--- config.mk ---
export PLATFORM = sky130hd
export DESIGN_NAME = serial_command_frame_parser_core_flat
export DESIGN_NICKNAME = d
export VERILOG_FILES = /design/src/hw/rtl/scfp_pkg.sv /design/src/hw/rtl/scfp_byte_if.sv /design/src/hw/rtl/scfp_frame_if.sv /design/src/hw/rtl/serial_command_frame_parser_core.sv /design/src/hw/rtl/scfp_parser.sv /design/src/flat_wrapper.sv
export SDC_FILE = /design/constraint.sdc
export NUM_CORES = 1
export LEC_CHECK = 0
export BUFFER_PORTS_ARGS = -buffer_cell sky130_fd_sc_hd__buf_2
export CORE_MARGIN = 2
export CORE_UTILIZATION = 57
export DETAILED_ROUTE_END_ITERATION = 12
export HOLD_SLACK_MARGIN = 0.06
export PLACE_DENSITY = 0.85
export SYNTH_ARGS = -nofsm -noshare
export SYNTH_HDL_FRONTEND = slang
export SYNTH_SLANG_ARGS = --single-unit
--- constraint.sdc ---
create_clock -name clk -period 4.9 [get_ports clk]
set_input_delay 0 -clock clk [delete_from_list [all_inputs] [get_ports clk]]
set_output_delay 0 -clock clk [all_outputs]
set_load 0.05 [all_outputs]
--- src/hw/rtl/scfp_pkg.sv ---
// shared types and constants for the serial command frame parser
package scfp_pkg;

	localparam int BYTE_W          = 8;
	localparam int PAYLOAD_W       = 64;
	localparam int STATUS_W        = 2;
	localparam int POS_W           = 9;
	localparam int CFG_IDX_W       = 1;
	localparam int PAYLOAD_MAX_DEF = 8;

	localparam logic [BYTE_W-1:0] START_BYTE_RST = 8'h01;
	localparam logic [BYTE_W-1:0] END_BYTE_RST   = 8'h04;

	localparam logic [CFG_IDX_W-1:0] REG_START_BYTE = 1'b0;
	localparam logic [CFG_IDX_W-1:0] REG_END_BYTE   = 1'b1;

	localparam logic [STATUS_W-1:0] ST_GOOD    = 2'd0;
	localparam logic [STATUS_W-1:0] ST_BAD_END = 2'd1;
	localparam logic [STATUS_W-1:0] ST_TRUNC   = 2'd2;

	typedef enum logic [1:0] {
		PH_HUNT = 2'd0,
		PH_LEN  = 2'd1,
		PH_CMD  = 2'd2,
		PH_BODY = 2'd3
	} phase_t;

	typedef struct packed {
		logic [BYTE_W-1:0]    command_code;
		logic [BYTE_W-1:0]    payload_length;
		logic [PAYLOAD_W-1:0] payload_bytes;
		logic [STATUS_W-1:0]  frame_status;
	} frame_t;

endpackage

--- src/hw/rtl/scfp_byte_if.sv ---
// valid/ready channel carrying one received serial byte
interface scfp_byte_if;
	logic                         valid;
	logic                         ready;
	logic [scfp_pkg::BYTE_W-1:0]  rx_byte;

	modport source (output valid, output rx_byte, input ready);
	modport sink   (input valid, input rx_byte, output ready);
endinterface

--- src/hw/rtl/scfp_frame_if.sv ---
// valid/ready channel carrying one parsed frame result
interface scfp_frame_if;
	logic                           valid;
	logic                           ready;
	logic [scfp_pkg::BYTE_W-1:0]    command_code;
	logic [scfp_pkg::BYTE_W-1:0]    payload_length;
	logic [scfp_pkg::PAYLOAD_W-1:0] payload_bytes;
	logic [scfp_pkg::STATUS_W-1:0]  frame_status;

	modport source (output valid, output command_code, output payload_length,
		output payload_bytes, output frame_status, input ready);
	modport sink   (input valid, input command_code, input payload_length,
		input payload_bytes, input frame_status, output ready);
endinterface

--- src/hw/rtl/serial_command_frame_parser_core.sv ---
// serial command frame parser top level: input register, parser, result register
// Takes one received byte per beat on in_beat and parses frames made of a start
// byte, a length byte L, a command byte, L payload bytes and an end byte; bytes
// outside a frame are dropped. The byte in the end position yields one result on
// out_frame: status good with the packed payload, truncated when L exceeds
// PAYLOAD_MAX (the first PAYLOAD_MAX bytes are kept), or bad end with a zero
// payload. Each beat is held in the input register and parsed in a single
// pass into the result register, so the block takes one byte every cycle
// while the result register has room; an end byte's result goes from the
// input register into the result register. The result register holds a
// result until it is taken, while the input register still takes one more
// byte. The user must write start_byte (index 0) and end_byte (index 1) via
// cfg_we/cfg_index/cfg_wdata only while idle; the block does not enforce this.
module serial_command_frame_parser_core #(
	parameter int PAYLOAD_MAX = scfp_pkg::PAYLOAD_MAX_DEF
) (
	input  logic                           clk,
	input  logic                           arst_n,
	scfp_byte_if.sink                      in_beat,
	scfp_frame_if.source                   out_frame,
	input  logic                           cfg_we,
	input  logic [scfp_pkg::CFG_IDX_W-1:0] cfg_index,
	input  logic [scfp_pkg::BYTE_W-1:0]    cfg_wdata
);
	import scfp_pkg::*;

	logic              valid_s1;
	logic [BYTE_W-1:0] byte_s1;
	logic              advance;
	logic              in_ready;
	logic              res_valid;
	frame_t            res;
	logic              out_valid_q;
	frame_t            out_q;
	logic [BYTE_W-1:0] start_byte_q;
	logic [BYTE_W-1:0] end_byte_q;

	always_ff @(posedge clk or negedge arst_n) begin
		if (!arst_n) begin
			start_byte_q <= START_BYTE_RST;
			end_byte_q   <= END_BYTE_RST;
		end else if (cfg_we) begin
			unique case (cfg_index)
				REG_START_BYTE: start_byte_q <= cfg_wdata;
				REG_END_BYTE:   end_byte_q   <= cfg_wdata;
				default: ;
			endcase
		end
	end

	// parse the held beat only when the result register has room
	assign advance  = valid_s1 && (!out_valid_q || out_frame.ready);
	assign in_ready = !valid_s1 || advance;
	assign in_beat.ready = in_ready;

	always_ff @(posedge clk or negedge arst_n) begin
		if (!arst_n) begin
			valid_s1 <= 1'b0;
		end else if (in_ready) begin
			valid_s1 <= in_beat.valid;
		end
	end

	always_ff @(posedge clk) begin
		if (in_ready && in_beat.valid) begin
			byte_s1 <= in_beat.rx_byte;
		end
	end

	scfp_parser #(
		.PAYLOAD_MAX (PAYLOAD_MAX)
	) u_parser (
		.clk        (clk),
		.arst_n     (arst_n),
		.step       (advance),
		.rx_byte    (byte_s1),
		.start_byte (start_byte_q),
		.end_byte   (end_byte_q),
		.res_valid  (res_valid),
		.res        (res)
	);

	always_ff @(posedge clk or negedge arst_n) begin
		if (!arst_n) begin
			out_valid_q <= 1'b0;
		end else if (advance && res_valid) begin
			out_valid_q <= 1'b1;
		end else if (out_frame.ready) begin
			out_valid_q <= 1'b0;
		end
	end

	always_ff @(posedge clk) begin
		if (advance && res_valid) begin
			out_q <= res;
		end
	end

	assign out_frame.valid          = out_valid_q;
	assign out_frame.command_code   = out_q.command_code;
	assign out_frame.payload_length = out_q.payload_length;
	assign out_frame.payload_bytes  = out_q.payload_bytes;
	assign out_frame.frame_status   = out_q.frame_status;

`ifndef SYNTHESIS
	a_s1_holds: assert property (@(posedge clk) disable iff (!arst_n)
		valid_s1 && !in_ready |=> valid_s1 && $stable(byte_s1))
		else $error("input register lost a beat while stalled");

	a_no_result_drop: assert property (@(posedge clk) disable iff (!arst_n)
		res_valid |-> !out_valid_q || out_frame.ready)
		else $error("result produced while result register full");

	a_bad_end_empty: assert property (@(posedge clk) disable iff (!arst_n)
		out_valid_q && out_q.frame_status == ST_BAD_END |-> out_q.payload_bytes == '0)
		else $error("dropped frame carries payload");

	a_status_code: assert property (@(posedge clk) disable iff (!arst_n)
		out_valid_q |-> out_q.frame_status == ST_GOOD || out_q.frame_status == ST_BAD_END
			|| out_q.frame_status == ST_TRUNC)
		else $error("undefined frame status");
`endif

endmodule

--- src/hw/rtl/scfp_parser.sv ---
// frame parsing state machine with the payload byte store
module scfp_parser #(
	parameter int PAYLOAD_MAX = scfp_pkg::PAYLOAD_MAX_DEF
) (
	input  logic                        clk,
	input  logic                        arst_n,
	input  logic                        step,
	input  logic [scfp_pkg::BYTE_W-1:0] rx_byte,
	input  logic [scfp_pkg::BYTE_W-1:0] start_byte,
	input  logic [scfp_pkg::BYTE_W-1:0] end_byte,
	output logic                        res_valid,
	output scfp_pkg::frame_t            res
);
	import scfp_pkg::*;

	localparam int IDX_W = (PAYLOAD_MAX > 1) ? $clog2(PAYLOAD_MAX) : 1;

	phase_t              phase_q, phase_d;
	logic [POS_W-1:0]    pos_q, pos_d;
	logic [BYTE_W-1:0]   len_q, len_d;
	logic [BYTE_W-1:0]   cmd_q, cmd_d;
	logic [BYTE_W-1:0]   store_q [PAYLOAD_MAX];
	logic                store_we;
	logic [IDX_W-1:0]    store_idx;
	logic                more_body;
	logic [PAYLOAD_W-1:0] packed_payload;

	assign more_body = pos_q < {1'b0, len_q};
	assign store_idx = pos_q[IDX_W-1:0];

	// next phase
	always_comb begin
		phase_d = phase_q;
		if (step) begin
			unique case (phase_q)
				PH_HUNT: if (rx_byte == start_byte) phase_d = PH_LEN;
				PH_LEN:  phase_d = PH_CMD;
				PH_CMD:  phase_d = PH_BODY;
				PH_BODY: if (!more_body) phase_d = PH_HUNT;
				default: phase_d = PH_HUNT;
			endcase
		end
	end

	// stored bytes past the kept length read as zero
	always_comb begin
		packed_payload = '0;
		for (int i = 0; i < PAYLOAD_MAX; i++) begin
			if (BYTE_W'(i) < len_q) begin
				packed_payload[BYTE_W*i +: BYTE_W] = store_q[i];
			end
		end
	end

	// datapath updates and result
	always_comb begin
		pos_d     = pos_q;
		len_d     = len_q;
		cmd_d     = cmd_q;
		store_we  = 1'b0;
		res_valid = 1'b0;
		res.command_code   = cmd_q;
		res.payload_length = len_q;
		res.payload_bytes  = packed_payload;
		res.frame_status   = (len_q > BYTE_W'(PAYLOAD_MAX)) ? ST_TRUNC : ST_GOOD;
		if (rx_byte != end_byte) begin
			res.payload_bytes = '0;
			res.frame_status  = ST_BAD_END;
		end
		if (step) begin
			unique case (phase_q)
				PH_HUNT: ;
				PH_LEN:  len_d = rx_byte;
				PH_CMD: begin
					cmd_d = rx_byte;
					pos_d = '0;
				end
				PH_BODY: begin
					if (more_body) begin
						store_we = pos_q < POS_W'(PAYLOAD_MAX);
						pos_d    = pos_q + 1'b1;
					end else begin
						res_valid = 1'b1;
						pos_d     = '0;
					end
				end
				default: ;
			endcase
		end
	end

	always_ff @(posedge clk or negedge arst_n) begin
		if (!arst_n) begin
			phase_q <= PH_HUNT;
			pos_q   <= '0;
			len_q   <= '0;
			cmd_q   <= '0;
		end else begin
			phase_q <= phase_d;
			pos_q   <= pos_d;
			len_q   <= len_d;
			cmd_q   <= cmd_d;
		end
	end

	always_ff @(posedge clk) begin
		if (store_we) begin
			store_q[store_idx] <= rx_byte;
		end
	end

endmodule
--- src/flat_wrapper.sv ---
// flat-port wrapper written by rule: the top's interface ports become plain ports
module serial_command_frame_parser_core_flat import scfp_pkg::*;
#(
	parameter int PAYLOAD_MAX = scfp_pkg::PAYLOAD_MAX_DEF
)
  (clk, arst_n, cfg_we, cfg_index, cfg_wdata, in_beat_valid, in_beat_rx_byte, in_beat_ready, out_frame_valid, out_frame_command_code, out_frame_payload_length, out_frame_payload_bytes, out_frame_frame_status, out_frame_ready);
  scfp_byte_if in_beat_i ();
  scfp_frame_if out_frame_i ();
  input  logic clk;
  input  logic arst_n;
  input  logic cfg_we;
  input  logic [scfp_pkg::CFG_IDX_W-1:0] cfg_index;
  input  logic [scfp_pkg::BYTE_W-1:0] cfg_wdata;
  input wire logic [$bits(in_beat_i.valid)-1:0] in_beat_valid;
  input wire logic [$bits(in_beat_i.rx_byte)-1:0] in_beat_rx_byte;
  output wire logic [$bits(in_beat_i.ready)-1:0] in_beat_ready;
  output wire logic [$bits(out_frame_i.valid)-1:0] out_frame_valid;
  output wire logic [$bits(out_frame_i.command_code)-1:0] out_frame_command_code;
  output wire logic [$bits(out_frame_i.payload_length)-1:0] out_frame_payload_length;
  output wire logic [$bits(out_frame_i.payload_bytes)-1:0] out_frame_payload_bytes;
  output wire logic [$bits(out_frame_i.frame_status)-1:0] out_frame_frame_status;
  input wire logic [$bits(out_frame_i.ready)-1:0] out_frame_ready;
  assign in_beat_i.valid = in_beat_valid;
  assign in_beat_i.rx_byte = in_beat_rx_byte;
  assign in_beat_ready = in_beat_i.ready;
  assign out_frame_valid = out_frame_i.valid;
  assign out_frame_command_code = out_frame_i.command_code;
  assign out_frame_payload_length = out_frame_i.payload_length;
  assign out_frame_payload_bytes = out_frame_i.payload_bytes;
  assign out_frame_frame_status = out_frame_i.frame_status;
  assign out_frame_i.ready = out_frame_ready;
  serial_command_frame_parser_core #(.PAYLOAD_MAX(PAYLOAD_MAX)) u_core (.clk(clk), .arst_n(arst_n), .in_beat(in_beat_i), .out_frame(out_frame_i), .cfg_we(cfg_we), .cfg_index(cfg_index), .cfg_wdata(cfg_wdata));
endmodule
## Yosys cells after proc, flatten, opt, wreduce, memory -nomap -nowiden

Memories as Yosys holds them, arrays and structs flattened. A register that Yosys moved wholly into a read port is not among the register bits.
Index checks and enable logic that the tools add are counted.

- Reduce and logical (&&, ||, !) cells: 24
- Order comparisons: 11
- Add/subtract/negate cells: 1
- Multiplexer cells: 16
- Equal/unequal tests: 7
- Bitwise gates (word level): 9

Operator list:

| operator | number |
|---|---|
| $lt A3 B8 Y1 const A | 4 |
| $pmux W9 S2 | 1 |
| $lt A1 B8 Y1 const A | 2 |
| $lt A2 B8 Y1 const A | 2 |
| $reduce_or A2 Y1 | 8 |
| $mux W1 | 10 |
| $reduce_and A2 Y1 | 5 |
| $add A9 B1 Y9 const B | 1 |
| $lt A9 B4 Y1 const B | 1 |
| $lt A9 B8 Y1 | 1 |
| $mux W9 | 1 |
| $not A1 Y1 | 9 |
| $eq A8 B8 Y1 | 1 |
| $gt A8 B4 Y1 const B | 1 |
| $ne A8 B8 Y1 | 1 |
| $pmux W2 S4 | 1 |
| $mux W2 | 3 |
| $eq A2 B2 Y1 const B | 2 |
| $ne A2 B2 Y1 const B | 2 |
| $reduce_bool A2 Y1 | 2 |
| $logic_and A1 B1 Y1 | 3 |
| $reduce_and A3 Y1 | 1 |
| $eq A2 B1 Y1 const B | 1 |
| $logic_not A1 Y1 | 2 |
| other kinds (2) | 3 |

- Register bits: 71
- Bits in writable memories: 64
- Word-level logic and storage cells: 81
- Output and inout port bits: 84
- Memories: 1
- Bits of input ports: 22

Memory list:

| name | words | bits a word | rd ports | clocked after Yosys merged registers in | wr ports | RTL line | source |
|---|---|---|---|---|---|---|---|
| u_core.u_parser.store_q | 8 | 8 | 8 | 8 | 1 | scfp_parser.sv:22 | `logic [BYTE_W-1:0] store_q [PAYLOAD_MAX];` |

## Longest topological paths before layout

Gate-level depths: netlist of run 1.

- Depth in word-level cells: 6
- Mapped depth: 9
- Depth with buffers taken out: 8

## By module

A second synthesis of run 1 with hierarchy kept.

- Cells, all modules: 447
- Area total of the unflattened synthesis: 7,568.5 sq um

Modules (own cells, without submodules):

| module | instances | seq. area each (sq um) | cells an instance | area each (sq um) |
|---|---|---|---|---|
| scfp_parser | 1 | 2,597.5 | 312 | 4,125.2 |
| serial_command_frame_parser_core | 1 | 3,155.5 | 135 | 3,443.3 |

## Least setup slack after synthesis of run 1

Ideal clock, no wire load.

- Path type: register to register
- From: register u_core.u_parser.pos_q[2]
- To: register u_core.out_q, in the netlist u_core.out_frame.command_code[0], enable pin
- Path slack: 1,331 ps
- Data arrival time: 3,119 ps
- Clock period less this slack: 3,569 ps
- Cell stages (with the launch flop): 8
- Path buffers: 0
- Setup time: 450 ps
- Required time: 4,450 ps
- Cells stage by stage: dfrtp_1 ha_1 a21o_1 a31oi_1 o21ai_1 nand2_1 nand2_1 and3_1

- Longest elaborated chain between the ends: 5

Ends and longest elaborated chain:

| item | RTL line | source |
|---|---|---|
| start: declaration | scfp_parser.sv:19 | `logic [POS_W-1:0] pos_q, pos_d;` |
| start signal: assignment | scfp_parser.sv:100 | `pos_q <= pos_d;` |
| $lt A9 B8 Y1 | scfp_parser.sv:28 | `assign more_body = pos_q < {1'b0, len_q};` |
| $mux W1 | scfp_parser.sv:79 | `if (more_body) begin` |
| $mux W1 | scfp_parser.sv:71 | `unique case (phase_q)` |
| $mux W1 | scfp_parser.sv:70 | `if (step) begin` |
| $logic_and A1 B1 Y1 | serial_command_frame_parser_core.sv:94 | `if (advance && res_valid) begin` |
| end signal: assignment | serial_command_frame_parser_core.sv:95 | `out_q <= res;` |
| end: declaration | serial_command_frame_parser_core.sv:34 | `frame_t out_q;` |

Every way passes these cells.
A chain may end at the register's enable or synchronous reset.

## Final worst setup path of run 1

- From: register u_core.u_parser.pos_q[6]
- To: memory u_core.u_parser.store_q[2][3], enable pin

- Longest elaborated chain between the ends: 6
- Elaborated cells on any way between the ends: 7
- Those cells by class: 2 x order compare; 5 x mux

Ends and longest elaborated chain:

| item | RTL line | source |
|---|---|---|
| $lt A9 B4 Y1 or $lt A9 B8 Y1 (tied branches) | scfp_parser.sv:80, scfp_parser.sv:28 |  |
| $mux W1 (*) | scfp_parser.sv:79 |  |
| $mux W1 (*) | scfp_parser.sv:71 |  |
| $mux W1 (*) | scfp_parser.sv:70 |  |
| $mux W1 (*) | scfp_parser.sv:107 | `if (store_we) begin` |
| $mux W1 (implied by the code) (*) | scfp_parser.sv:108 | `store_q[store_idx] <= rx_byte;` |
| end: declaration | scfp_parser.sv:22 |  |

Mark *: on every way between the ends. The rest lies on a longest branch, timed or not.

==> results.yml, run 1 <==
cts:
  cts_buffers: 17
  clk_pin_slew_ns: 0.07
  cts_resized: 0
  cts_max_path_buffers: 2
  cts_tree: "done"
  cts_root_buf: "clkbuf_16"
  clk_latency_ns: 0.43
  cts.sinks: 199
  htree_levels: 4
power:
  irDropWorstVdd_uv: 235.0
  p_leak_nw: 3.381
  p_per_area_nw_per_um2: 446.0
  total_power_w: 0.004056
final_layout:
  fin_nets: 611
  final_area_um2: 9095
  area_delta_synth_final_pct: 20.65
  antenna_cells: 0
  drive_gt1_share_pct: 32.94
  final_cells: 765
global_route:
  grt_use_met2_pct: 33.41
  grt_use_met1_pct: 28.43
  grt_pass1_wl_um: 21890
  grt-busiest-layer: "met2"
  grt_antenna_before_repair: 0
  grtUsageMet3_pct: 4.933
  grt_max_degree: 83
  first_global_vias: 4062
  overflow: 0
  grt_use_total_pct: 20.97
die:
  ios: 106
  die-area_um2: 14160
  start_util_pct: 57.61
  die_h_um: 119
  core_area_um2: 13090
  num_rows: 42
  dieWidth_um: 119
detailed_routing:
  drc: 0
  wirelength_um: 13890
  drtIter0Drc: 390
  wl_per_cell_um: 18.16
  dr.pass1.iters: 8
  drtAntennaViolNets: 0
  viasPerCell: 5.345
  vias: 4089
sta:
  worst_pin_slew_ns: 1.064
  setup_violations: 0
  clock_skew_ns: 0.01058
  maxSlewViolCount: 0
  finalHoldViolCount: 0
  fin_tns_setup_ns: 0
  rsz0062_at_grt: "false"
  finalCritPeriodShare_pct: 55.26
  maxSlewHeadroom_pct: 29.04
  whs_ns: 0.1176
  post-route-min-period_ns: 2.708
  max_clock_freq_mhz: 369.3
placement:
  portBuffers: 105
  place.gp.congestion: 0.9329
  dp_hpwl_um: 8995
  place_area_um2: 8259
  placedCellCount: 713
synth:
  synth_area_per_cell_um2: 17.29
  syn_area_um2: 7538
  yosys.area_share.simple_pct: 10.16
  synth_compound_area_share_pct: 3.353
  synth_cells: 436
  yosys.area_share.adder_pct: 2.158
  syn_nets: 471
  synth_mux_area_share_pct: 5.212
  synth_warnings: 0
  ys_ff_latch: 199
  synth.distinct_cells: 40
  synth_top_family_by_area: "simple AND/OR/NAND/NOR gates"
  synth_area_leaders: "edfxtp_1 (61%), dfrtp_1 (14%), mux2_2 (5.1%)"
  ys_seq_area_share_pct: 76.32
  yosysTopAreaCell: "edfxtp_1"
  synth_xor_area_share_pct: 1.859
  synth_top_area_share_pct: 61.34
setup_path:
  reg2reg_from: "u_core.u_parser.pos_q[6]$_DFFE_PN0P_"
  critPathMaxFanout: 12
  cp-end-kind: "register"
  path_class: "reg -> reg"
  crit_path_start_kind: "register"
  startpoint: "u_core.u_parser.pos_q[6]$_DFFE_PN0P_"
  cp.required_ns: 4.99
  crit_arrival_ns: 2.80
min_path:
  hold_class: "in -> reg"
  hp-start: "cfg_index"
job:
  max_cap_viol_count: 0
status:
  status: "complete, no violations"
[area by class of cell]
class                   instances  area (um2)
clock inverters                12       198.9
fillers                       840        3990
inverters                      11       41.29
clock buffers                  20       436.7
multi-input cells             222        1719
well taps                     176       220.2
repair buffers                125       725.7
flip-flops and latches        199        5753
[worst max-delay path, stage by stage (launching register included)]
cell and delay, ns:
dfrtp_1 0.44, ha_1 0.33, a21o_1 0.18, a211oi_1 0.29, nand2_1 0.09, a21o_1 0.28
nor3_2 0.31, and3b_1 0.45
[worst paths after layout]
path | cells past startpoint | slack, ns | end
max | 7 | 2.19 | u_core.u_parser.store_q[2][3]$_DFFE_PP_
min | 3 | 0.12 | u_core.start_byte_q[6]$_DFFE_PN0P_
max reg2reg | 7 | 2.19 | u_core.u_parser.store_q[2][3]$_DFFE_PP_
min reg2reg | 0 | 0.45 | u_core.out_frame.command_code[5]$_DFFE_PP_
max in group asynchronous | 2 | 3.94 | u_core.u_parser.len_q[4]$_DFFE_PN0P_
min in group asynchronous | 2 | 0.30 | u_core.u_parser.cmd_q[6]$_DFFE_PN0P_
[repair_timing]
item                                    in CTS  in global routing
hold endpoints to repair                    69                  0
endpoints found under the setup margin       0                  0
hold buffers                                20                  0
setup buffers                                0                  0
[cell families after synthesis]
kind of cell | after synthesis
flops | 199
simple gates | 124
mux | 35
compound gates | 34
xor+xnor | 16
buf+inv | 15
fa+ha+maj | 13
[stage by stage]
step,worst slack [ns],util [%]
after floorplan,1.331,-
after global placement,2.330,63.12
after detailed placement,2.215,63.12
after CTS,2.212,69.51
after global routing,2.003,69.51
final,2.192,69.51
[registers in the layout, indices dropped and copies added, names as in the netlist]
name / flops
u_core.out_frame.payload_bytes: 64
u_core.u_parser.store_q: 64
u_core.u_parser.pos_q: 9
u_core.byte_s1: 8
u_core.end_byte_q: 8
u_core.out_frame.command_code: 8
u_core.out_frame.payload_length: 8
u_core.start_byte_q: 8
u_core.u_parser.cmd_q: 8
u_core.u_parser.len_q: 8
u_core.out_frame.frame_status: 2
u_core.u_parser.phase_q: 2
u_core.out_frame.valid: 1
u_core.valid_s1: 1
[metal layers]
metal	vias to the layer above	wire, um
met3	17	709
met5	-	0
met4	0	208
li1	1884	-
met1	2036	6080
met2	152	6895
[power breakdown]
group,internal (W),leakage (nW),switching [W]
Clock,0.000906,0.308,0.000577
Sequential,0.00198,1.83,0.000131
Combinational,0.000205,1.24,0.000261
Total,0.00309,3.38,0.000968
[synth_stat cells (all sizes together)]
cell type  count
inv           11
edfxtp       154
a21o           3
nand2         12
mux2i          1
nor2b          7
mux2          34
a31oi          1
nand3          5
nor2           9
and3           8
a41oi          1
xnor2          8
o31a           3
clkbuf         2
and3b          2
nor3           3
o21ai         10
ha            13
a22o           6
a31o           1
a21oi          5
buf            2
dfstp          2
dfrtp         43
and2          67
nor4           3
nand2b         2
nand4          3
a211oi         1
and4b          3
xor2           8
o21a           3
[cell usage in the layout, fill, tap and decap left out, drive strengths merged, types with 10 or more instances in the layout]
| cell | Yosys | layout |
|---|---|---|
| edfxtp | 154 | 154 |
| buf | 2 | 105 |
| and2 | 67 | 67 |
| dfrtp | 43 | 43 |
| mux2 | 34 | 34 |
| dlygate4sd3 | 0 | 20 |
| clkbuf | 2 | 20 |
| ha | 13 | 13 |
| nand2 | 12 | 12 |
| inv | 11 | 12 |
| o21ai | 10 | 10 |
Power figures use the tool's default switching activity.
==> inputs of run 2 (changes only) <==
==> constraint.sdc (replaced) <==
create_clock -name clk -period 2.5 [get_ports clk]
set_input_delay 0 -clock clk [delete_from_list [all_inputs] [get_ports clk]]
set_output_delay 0 -clock clk [all_outputs]
set_load 0.05 [all_outputs]
==> run 2 against run 1 <==
Effect of this change: clock skew is 0.0011 ns lower; clock power is 74% higher; non-clock buffer count is 19 higher; worst hold slack worse by 0.010 ns; largest cell class unchanged; highest routed layer unchanged.
==> results.yml, run 2 (synthesis gave the netlist of run 1 again) <==
cts:
  clk_pin_slew_ns: 0.07
  cts.sinks: 199
  cts_root_buf: "clkbuf_16"
  cts_tree: "done"
  htree_levels: 4
  cts_buffers: 17
  clk_latency_ns: 0.43
  cts_max_path_buffers: 2
sta:
  maxSlewHeadroom_pct: 29.51
  max_clock_freq_mhz: 405.6
  post-route-min-period_ns: 2.465
  finalWorstSetupSlack_ns: 0.03465
  setup_violations: 0
  finalCritPeriodShare_pct: 98.61
  worst_pin_slew_ns: 1.057
  finalHoldViolCount: 0
  clock_skew_ns: 0.009475
  whs_ns: 0.1074
  maxSlewViolCount: 0
final_layout:
  final_cell_mix: "edfxtp_1 (154), buf_2 (105), and2_1 (50)"
  fill_cells: 802
  mostFrequentLayoutCell: "edfxtp_1"
  regArea_um2: 5753
  drive_gt1_share_pct: 36.18
  multi_input_area_um2: 1747
  area_delta_synth_final_pct: 22.19
  fin_nets: 630
  antenna_cells: 0
  final_cells: 784
detailed_routing:
  wirelength_um: 14830
  vias: 4219
  viasPerCell: 5.381
  drtIter0Drc: 392
  wl_per_cell_um: 18.91
  dr.pass1.iters: 4
  drtAntennaViolNets: 0
  drc: 0
setup_path:
  cp.required_ns: 2.63
  critPathMaxFanout: 8
  r2r_cells: 8
  crit_path_start_kind: "register"
  crit_arrival_ns: 2.59
  cp-end-kind: "register"
  path_class: "reg -> reg"
job:
  max_cap_viol_count: 0
global_route:
  first_global_vias: 4366
  grt_use_total_pct: 22.27
  grt_antenna_before_repair: 0
  overflow: 0
  grt_pass1_wl_um: 23150
  grt_max_degree: 46
die:
  die-area_um2: 14160
  core_area_um2: 13090
  start_util_pct: 57.61
  dieWidth_um: 119
  num_rows: 42
  ios: 106
  die_h_um: 119
placement:
  post-place-ws_ns: -0.07479
  portBuffers: 105
  placedCellCount: 732
  dp_hpwl_um: 9656
  place.gp.congestion: 0.8371
status:
  status: "complete, no violations"
min_path:
  hold_class: "in -> reg"
  holdPathStages: 3
power:
  p_leak_nw: 3.428
  irDropWorstVdd_uv: 424.4
  p_per_area_nw_per_um2: 841.8
## run 2: where the power goes
| part | internal [W] | total, W | switching (W) |
|---|---|---|---|
| Combinational | 0.000479 | 0.00112 | 0.000646 |
| Clock | 0.00146 | 0.00258 | 0.00112 |
| Sequential | 0.00387 | 0.00405 | 0.000174 |
## run 2: repair_timing
action                                  in CTS  in global routing
endpoints found under the hold margin       69                  0
pin swaps                                    0                  4
gates resized for setup                      7                  5
setup buffers                                0                  0
endpoints found under the setup margin      56                 64
hold buffers                                20                  0
## run 2: critical path, cell delays in order, from the launching register on
cell	delay, ns
dfrtp_1	0.42
inv_1	0.09
ha_1	0.30
a21o_1	0.19
a31oi_1	0.16
o21ai_1	0.11
a21o_1	0.24
nor3_4	0.31
and3b_2	0.36
## run 2: final cells by class
type                    count  area share (%)
flip-flops and latches    199           62.46
clock buffers              26           5.311
repair buffers            144           9.698
multi-input cells         222           18.96
well taps                 176           2.391
clock inverters             6          0.7335
inverters                  11          0.4482
## run 2: path summary, 6_finish.rpt
kind / from / end / slack, ns
setup / recovery: u_core.u_parser.len_q[2]$_DFFE_PN0P_ / u_core.u_parser.store_q[4][2]$_DFFE_PP_ / 0.03
hold / removal: cfg_index / u_core.start_byte_q[1]$_DFFE_PN0P_ / 0.11
setup reg to reg: u_core.u_parser.len_q[2]$_DFFE_PN0P_ / u_core.u_parser.store_q[4][2]$_DFFE_PP_ / 0.03
hold reg to reg: u_core.u_parser.cmd_q[6]$_DFFE_PN0P_ / u_core.out_frame.command_code[6]$_DFFE_PP_ / 0.45
max in group asynchronous: arst_n / u_core.u_parser.len_q[6]$_DFFE_PN0P_ / 1.54
min in group asynchronous: arst_n / u_core.end_byte_q[1]$_DFFE_PN0P_ / 0.28
## run 2: stage by stage
step	TNS (ns)	util (%)	instance area, um2	total power [W]
floorplan	0	-	7543	0.004802
global placement	0	64.40	8427	0.005104
detailed placement	-2.303	64.40	8427	0.005184
CTS	0	70.25	9193	0.007761
global route	-0.1566	70.40	9211	0.008032
finish	0	70.40	9211	0.007754
## run 2: layer usage
layer | vias to the layer above | GRT usage [%] | wire (um)
met4 | 0 | 9.449 | 348
met1 | 2082 | 27.80 | 5915
li1 | 1924 | - | -
met2 | 185 | 37.61 | 7743
met3 | 28 | 5.125 | 820
met5 | - | 0 | 0
==> inputs of run 3 (changes only) <==
--- a/config.mk
+++ b/config.mk
@@ -7,10 +7,10 @@
 export LEC_CHECK = 0
 export BUFFER_PORTS_ARGS = -buffer_cell sky130_fd_sc_hd__buf_2
 export CORE_MARGIN = 2
-export CORE_UTILIZATION = 57
+export CORE_UTILIZATION = 46
 export DETAILED_ROUTE_END_ITERATION = 12
 export HOLD_SLACK_MARGIN = 0.06
-export PLACE_DENSITY = 0.85
+export PLACE_DENSITY = 0.72
 export SYNTH_ARGS = -nofsm -noshare
 export SYNTH_HDL_FRONTEND = slang
 export SYNTH_SLANG_ARGS = --single-unit
==> run 3 against run 2 <==
Effect of this change: power shrank 0.81%; cell area grew 0.99%; sequential cell count is the same; clock skew grew 0.0050 ns; critical path depth grew 1; register-to-register slack gained 0.11 ns; sequential power is essentially flat; first-iteration DRC count shrank 53%; combinational power is essentially flat; core utilization shrank 12 points; via count shrank 4.1%; highest routed layer unchanged; die area grew 23%.
==> results.yml, run 3 (synthesis gave the netlist of run 1 again) <==
status:
  status: "complete, no violations"
min_path:
  hold_class: "in -> reg"
setup_path:
  path_class: "reg -> reg"
  critPathMaxFanout: 10
  cp.required_ns: 2.87
  crit_arrival_ns: 2.72
  crit_path_start_kind: "register"
  cp-end-kind: "register"
final_layout:
  regArea_um2: 5753
  mostFrequentLayoutCell: "edfxtp_1"
  area_delta_synth_final_pct: 23.40
  antenna_cells: 0
  fin_nets: 636
  fill_cells: 1205
  final_cell_mix: "edfxtp_1 (154), buf_2 (105), and2_1 (50)"
  multi_input_area_um2: 1740
  drive_gt1_share_pct: 36.81
  post-route-util_pct: 58.35
job:
  max_cap_viol_count: 0
detailed_routing:
  dr.pass1.iters: 5
  drc: 0
  wl_per_cell_um: 16.97
  wirelength_um: 14090
  drtIter0Drc: 186
  drtAntennaViolNets: 0
  vias: 4046
  viasPerCell: 4.875
cts:
  clk_pin_slew_ns: 0.07
  cts_root_buf: "clkbuf_16"
  cts_buffers: 17
  cts_tree: "done"
  cts_max_path_buffers: 2
  htree_levels: 4
  cts.sinks: 199
  clk_latency_ns: 0.43
power:
  p_per_area_nw_per_um2: 826.7
  irDropWorstVdd_uv: 464.2
  p_leak_nw: 3.469
placement:
  portBuffers: 105
  place.gp.congestion: 0.8191
  dp_hpwl_um: 9615
die:
  core_area_um2: 15940
  ios: 106
  num_rows: 46
  start_util_pct: 47.28
  die_h_um: 132.0
  die-area_um2: 17430
  dieWidth_um: 132.0
sta:
  setup_violations: 0
  worst_pin_slew_ns: 1.044
  clock_skew_ns: 0.01446
  finalCritPeriodShare_pct: 94.24
  maxSlewHeadroom_pct: 30.37
  whs_ns: 0.1315
  finalHoldViolCount: 0
  maxSlewViolCount: 0
  post-route-min-period_ns: 2.356
  max_clock_freq_mhz: 424.5
global_route:
  grt_pass1_wl_um: 23210
  grt_max_degree: 51
  first_global_vias: 4286
  grt_use_total_pct: 17.50
  grt_antenna_before_repair: 0
  overflow: 0
-- run 3: changes by cell type in the layout (fill, tap and decap cells not counted), moves of 2 or more --
cell / before / now
clkinv_2: 1 / 3
clkbuf_8: 3 / 0
clkbuf_1: 6 / 4
buf_4: 17 / 22
clkbuf_16: 17 / 19
-- run 3: through the flow --
stage	std cells	total power [W]	setup WS, ns	cell area (um2)	TNS, ns
CTS	829	0.007735	0.01298	9271	0
global route	830	0.008052	-0.02203	9303	-0.03622
global placement	777	0.005119	0.08170	8514	0
detailed placement	777	0.005172	-0.02113	8514	-0.1684
finish	830	0.007691	0.1441	9303	0
floorplan	436	0.004802	0.1252	7543	0
-- run 3: cell type report --
cell class,instances,share of cell area [%]
multi-input cells,222,18.71
inverters,11,0.4438
repair buffers,150,10.13
well taps,216,2.905
clock inverters,9,0.6994
flip-flops and latches,199,61.84
clock buffers,23,5.272
-- run 3: repair_timing --
| item | CTS | global route |
|---|---|---|
| pin swaps | 0 | 4 |
| setup buffers | 0 | 1 |
| endpoints found under the hold margin | 69 | 0 |
| setup endpoints to repair | 8 | 71 |
| hold buffers | 20 | 0 |
| gates resized for setup | 1 | 9 |
-- run 3: critical path, stage by stage, from the launching register on --
cell	delay [ns]
dfrtp_1	0.37
inv_1	0.07
ha_1	0.29
a21o_1	0.19
a211oi_2	0.23
nand2_1	0.08
a21o_1	0.21
buf_4	0.18
nor2_1	0.42
mux2_2	0.25
-- run 3: report_power, final --
group          internal, W  switching, W
combinational     0.000490      0.000626
clock              0.00140       0.00114
sequential         0.00387      0.000164
-- run 3: path summary, 6_finish.rpt --
kind,slack [ns],end,cells after the start,start
worst max-delay path,0.14,u_core.u_parser.pos_q[0]$_DFFE_PN0P_,9,u_core.u_parser.len_q[6]$_DFFE_PN0P_
worst min-delay path,0.13,u_core.start_byte_q[2]$_DFFE_PN0P_,3,cfg_index
worst max register to register,0.14,u_core.u_parser.pos_q[0]$_DFFE_PN0P_,9,u_core.u_parser.len_q[6]$_DFFE_PN0P_
worst min register to register,0.45,u_core.out_frame.command_code[7]$_DFFE_PP_,0,u_core.u_parser.cmd_q[7]$_DFFE_PN0P_
max in group asynchronous,1.55,u_core.u_parser.len_q[0]$_DFFE_PN0P_,2,arst_n
min in group asynchronous,0.30,u_core.u_parser.cmd_q[4]$_DFFE_PN0P_,2,arst_n
-- run 3: metal layers --
metal / vias to the layer above / global-route usage, % / wire length (um)
met4: 0 / 6.643 / 214
met3: 13 / 4.152 / 712
li1: 1935 / - / -
met5: - / 0 / 0
met2: 126 / 28.79 / 7141
met1: 1972 / 22.71 / 6017
